[src/rtl/chrl_pkg.sv]
// Shared types and constants for the consistent-hash ring lookup block.
// No dependencies; imported by consistent_hash_ring_lookup and chrl_fold.
package chrl_pkg;

  localparam logic [63:0] FNV_BASIS    = 64'hcbf29ce484222325;
  // FNV-1a 64 prime is 2^40 + 0x1b3
  localparam int          FNV_SHIFT    = 40;
  localparam logic [8:0]  FNV_PRIME_LO = 9'h1b3;

  typedef enum logic [1:0] {
    OP_SERVER = 2'd0,
    OP_LOOKUP = 2'd1,
    OP_CLEAR  = 2'd2,
    OP_NONE   = 2'd3
  } opcode_t;

  typedef enum logic [1:0] {
    ST_FOUND = 2'd0,
    ST_EMPTY = 2'd1,
    ST_ADDED = 2'd2,
    ST_FULL  = 2'd3
  } status_t;

  typedef enum logic [3:0] {
    S_IDLE,
    S_FOLD,
    S_FIN,
    S_INS,
    S_ICMP,
    S_SRCH,
    S_SCMP,
    S_LKRD,
    S_PUT
  } state_t;

  typedef struct packed {
    logic [63:0] hash;
    logic [3:0]  owner;
  } ring_entry_t;

endpackage

[src/rtl/chrl_fold.sv]
// Shared FNV-1a 64 fold unit: xor one byte in, multiply by the FNV prime.
// Depends on chrl_pkg.
module chrl_fold import chrl_pkg::*; (
  input  logic [63:0] acc_i,
  input  logic [7:0]  byte_i,
  output logic [63:0] acc_o
);

  logic [63:0] x;
  logic [63:0] prod;

  // prime is 2^40 + small constant: one shift plus a 64 x 9 multiply
  assign x     = acc_i ^ {56'd0, byte_i};
  assign prod  = x * {55'd0, FNV_PRIME_LO};
  assign acc_o = (x << FNV_SHIFT) + prod;

endmodule
[config.mk]
export PLATFORM = sky130hd
export DESIGN_NAME = chrl_fold
export DESIGN_NICKNAME = d
export VERILOG_FILES = /design/src/rtl/chrl_pkg.sv /design/src/rtl/chrl_fold.sv
export SDC_FILE = /design/constraint.sdc
export NUM_CORES = 1
export LEC_CHECK = 0
export BUFFER_PORTS_ARGS = -buffer_cell sky130_fd_sc_hd__buf_2
export CAP_MARGIN = 10
export CORE_MARGIN = 2
export CORE_UTILIZATION = 55
export DETAILED_ROUTE_END_ITERATION = 6
export GPL_TIMING_DRIVEN = 0
export PLACE_DENSITY = 0.87
export REMOVE_ABC_BUFFERS = 1
export SLEW_MARGIN = 10
export SYNTH_ARGS = -nofsm -noshare
export SYNTH_HDL_FRONTEND = slang
export SYNTH_SLANG_ARGS = --single-unit
[constraint.sdc]
create_clock -name vclk -period 12.26
set_clock_uncertainty 0.1 [all_clocks]
set_input_delay 0.613 -clock vclk [all_inputs]
set_output_delay 0.613 -clock vclk [all_outputs]
set_load 0.02 [all_outputs]
==> results.md <==
* Seq cells at 0
* Largest fanout on the critical path at 5
* Vias in the first global route at between 9k and 10k
* Setup Buffers After CTS at 0
* Via count at 9261
* Post-synth cell types at 64
* CP max stage cell: xnor2_1
* Nets at a little under 2k
* Final HPWL DP at ~26000 um
* Pin count of the biggest net entering global routing at 11
* Overall die width at roughly 150 um
* Register area share after synthesis at 0
* # rows at 53
* Hold WC Path Type: input pin to output port
* Total grt overflow at 0
* Post-Syn Area at between 0.01 and 0.015 sq mm
* Crit start category: input pin
* First-pass DRT Iterations at 5
* Total Routing Usage GR at 0.251
* Gate Count Post-Synth at approximately 1.4k
* Number of port buffers at 136
* Fmax at 134 MHz
* Fin crit period at ~7.5 ns
* First-pass GRT wire length at 45100 um
* Post-CTS Hold Fix Bufs at 0
* CTS-repair resized insts at 0
* Rel. slew slack at 0.546
* Cell Chain, Critical Path: buf_2 -> xnor2_1 -> inv_1 -> ha_1 -> xor2_1 -> ha_1 -> or2_2 -> fa_1 -> fa_1 -> ha_1 -> ha_1 -> and3_2 -> a21boi_2 -> o221ai_2 -> a31oi_4 -> a31oi_4 -> a211oi_1 -> o31ai_2 -> a21oi_2 -> a21oi_1 -> xnor2_1 -> buf_2
* Share of post-route cells with drive strength above 1 at 0.116
* Post-Route WL at between 20000 and 30000 um
* Starting Density at 0.563
* Max cap viols at 0
* FF+latch area at 0 sq um
* RSZ-0062 raised after global routing: no
* GPL Wtd Cong at ~0.96
* Max incr delay on CP at 0.55 ns
* Final ANT Viol Nets at 0
* Layout area overhead at 7.14%
* N_diodes at 0
* Most common cell on crit path: ha_1
* Final Setup Violations at 0
* Fillers at 1786
* Avg Cell Area, Syn at a little under 9 sq um
* Final hold violations at 0
* I/O pin count at between 100 and 150
* Crit share post-route at 0.609
* Die Height at 151 um
* Data arrival, critical path at 6.75 ns
* DRT iter0 DRCs at slightly above 400
* Clock buffers at 0
* Worst Path Class, Setup: input pin to output port
* Initial antenna violation count at 0
* Core box area at roughly 0.021 sq mm
* DRC Markers at 0
* Worst EP required at 11.55 ns
* Synth warn at 0
* Die area at between 0.02 and 0.025 sq mm
* Worst Max-Slew Pin Slew at around 0.68 ns
* Crit path capture type: output port
* Vias per inst at between 5 and 6
* Setup TNS at 0 ns
* Slew Viols, Final at 0
* Area of the multi-input gates at a little over 0.01 sq mm
* Outcome: finished clean
* Wire length per cell at 16.0 um
## cell usage after synthesis, drive strengths merged (4+ instances only)
cell type	n	share of area
clkbuf	16	0.0092
o21ai	39	0.017
nor2b	10	0.0053
nand4	11	0.0058
nand2	58	0.018
inv	406	0.13
ha	196	0.21
xnor2	78	0.057
o211ai	7	0.0044
o31ai	4	0.0041
nand2b	10	0.0053
a21o	51	0.033
a21oi	70	0.030
o21bai	9	0.0066
a31oi	12	0.0088
fa	210	0.35
buf	5	0.0045
o22ai	4	0.0021
nor3	4	0.0021
nand3	16	0.0067
nor2	32	0.010
xor2	60	0.044
and2	10	0.0054
and3	9	0.0049
## critical path, delay by kind of cell
family                     cells  cell delay, ns
xor gates and xnor gates       3            0.95
buffers and inverters          3            0.50
and+or+nand+nor                2            0.56
adders and majority gates      6            2.21
AOI/OAI and AO/OA              8            1.90
## final timing paths
check / from / to / slack [ns] / cells past startpoint
min: acc_i[0] / acc_o[0] / 1.76 / 4
max: byte_i[2] / acc_o[58] / 4.79 / 22
## cell usage in the layout, fill, tap and decap left out, types with 2 or more instances in the layout
| cell | netlist | routed |
|---|---|---|
| inv_1 | 406 | 406 |
| o21ai_0 | 35 | 35 |
| xnor2_1 | 78 | 78 |
| a31oi_1 | 10 | 10 |
| and3_1 | 7 | 7 |
| a21oi_2 | 2 | 2 |
| or3_1 | 2 | 2 |
| a211o_2 | 2 | 2 |
| o31ai_1 | 2 | 2 |
| o21ai_1 | 2 | 2 |
| nor3_1 | 3 | 3 |
| a21bo_2 | 2 | 2 |
| a31oi_4 | 2 | 2 |
| o21ai_2 | 2 | 2 |
| buf_2 | 1 | 136 |
| nor2_1 | 31 | 31 |
| and2_1 | 9 | 9 |
| and3_2 | 2 | 2 |
| o22ai_1 | 4 | 4 |
| a211oi_1 | 2 | 2 |
| nand4_1 | 11 | 11 |
| xor2_1 | 60 | 60 |
| fa_1 | 210 | 210 |
| a221oi_2 | 2 | 2 |
| nand2_1 | 58 | 58 |
| a21o_2 | 4 | 4 |
| ha_1 | 196 | 196 |
| o211ai_1 | 7 | 7 |
| nor2b_1 | 10 | 10 |
| nand3_1 | 16 | 16 |
| a21oi_1 | 68 | 68 |
| a21o_1 | 47 | 47 |
| o21bai_1 | 8 | 8 |
| nand2b_1 | 10 | 10 |
## through the flow
stage | hold WS (ns) | cell area (sq um) | utilization | std cells | setup slack (ns)
global route | 1.82 | 12800 | 0.603 | 1746 | 4.54
finish | 1.76 | 12800 | 0.603 | 1746 | 4.79
global placement | 1.77 | 12800 | 0.603 | 1746 | 4.91
CTS | 1.76 | 12800 | 0.603 | 1746 | 4.83
detailed placement | 1.76 | 12800 | 0.603 | 1746 | 4.86
floorplan | 1.41 | 11700 | - | 1335 | 5.87
## cell type report
type                            count  area share
Multi-Input combinational cell    929       0.800
Inverter                          406       0.119
Timing Repair Buffer              136      0.0533
Tap cell                          275      0.0270
## layer usage
layer  track usage  wire (um)  vias to the layer above  part of all wire
li1              -          -                     4430                 -
met1         0.342      11900                     4506              0.43
met2         0.436      13400                      282              0.48
met3        0.0241       1800                       43             0.064
met4        0.0589        793                        0             0.028
met5             0          0                        -                 0
## kinds of logic (layout without fill, tap and decap cells)
group                    Yosys count  count (layout)  share of synthesized area
XOR/XNOR                         138             138                      0.101
adder cells (fa/ha/maj)          406             406                      0.559
AO/OA/AOI/OAI                    216             216                      0.126
buffers and inverters            428             542                      0.143
AND/OR/NAND/NOR                  169             169                     0.0711
Power is not shown: default switching activity piles up to over one toggle a cycle in this logic, so the estimate is an artifact.
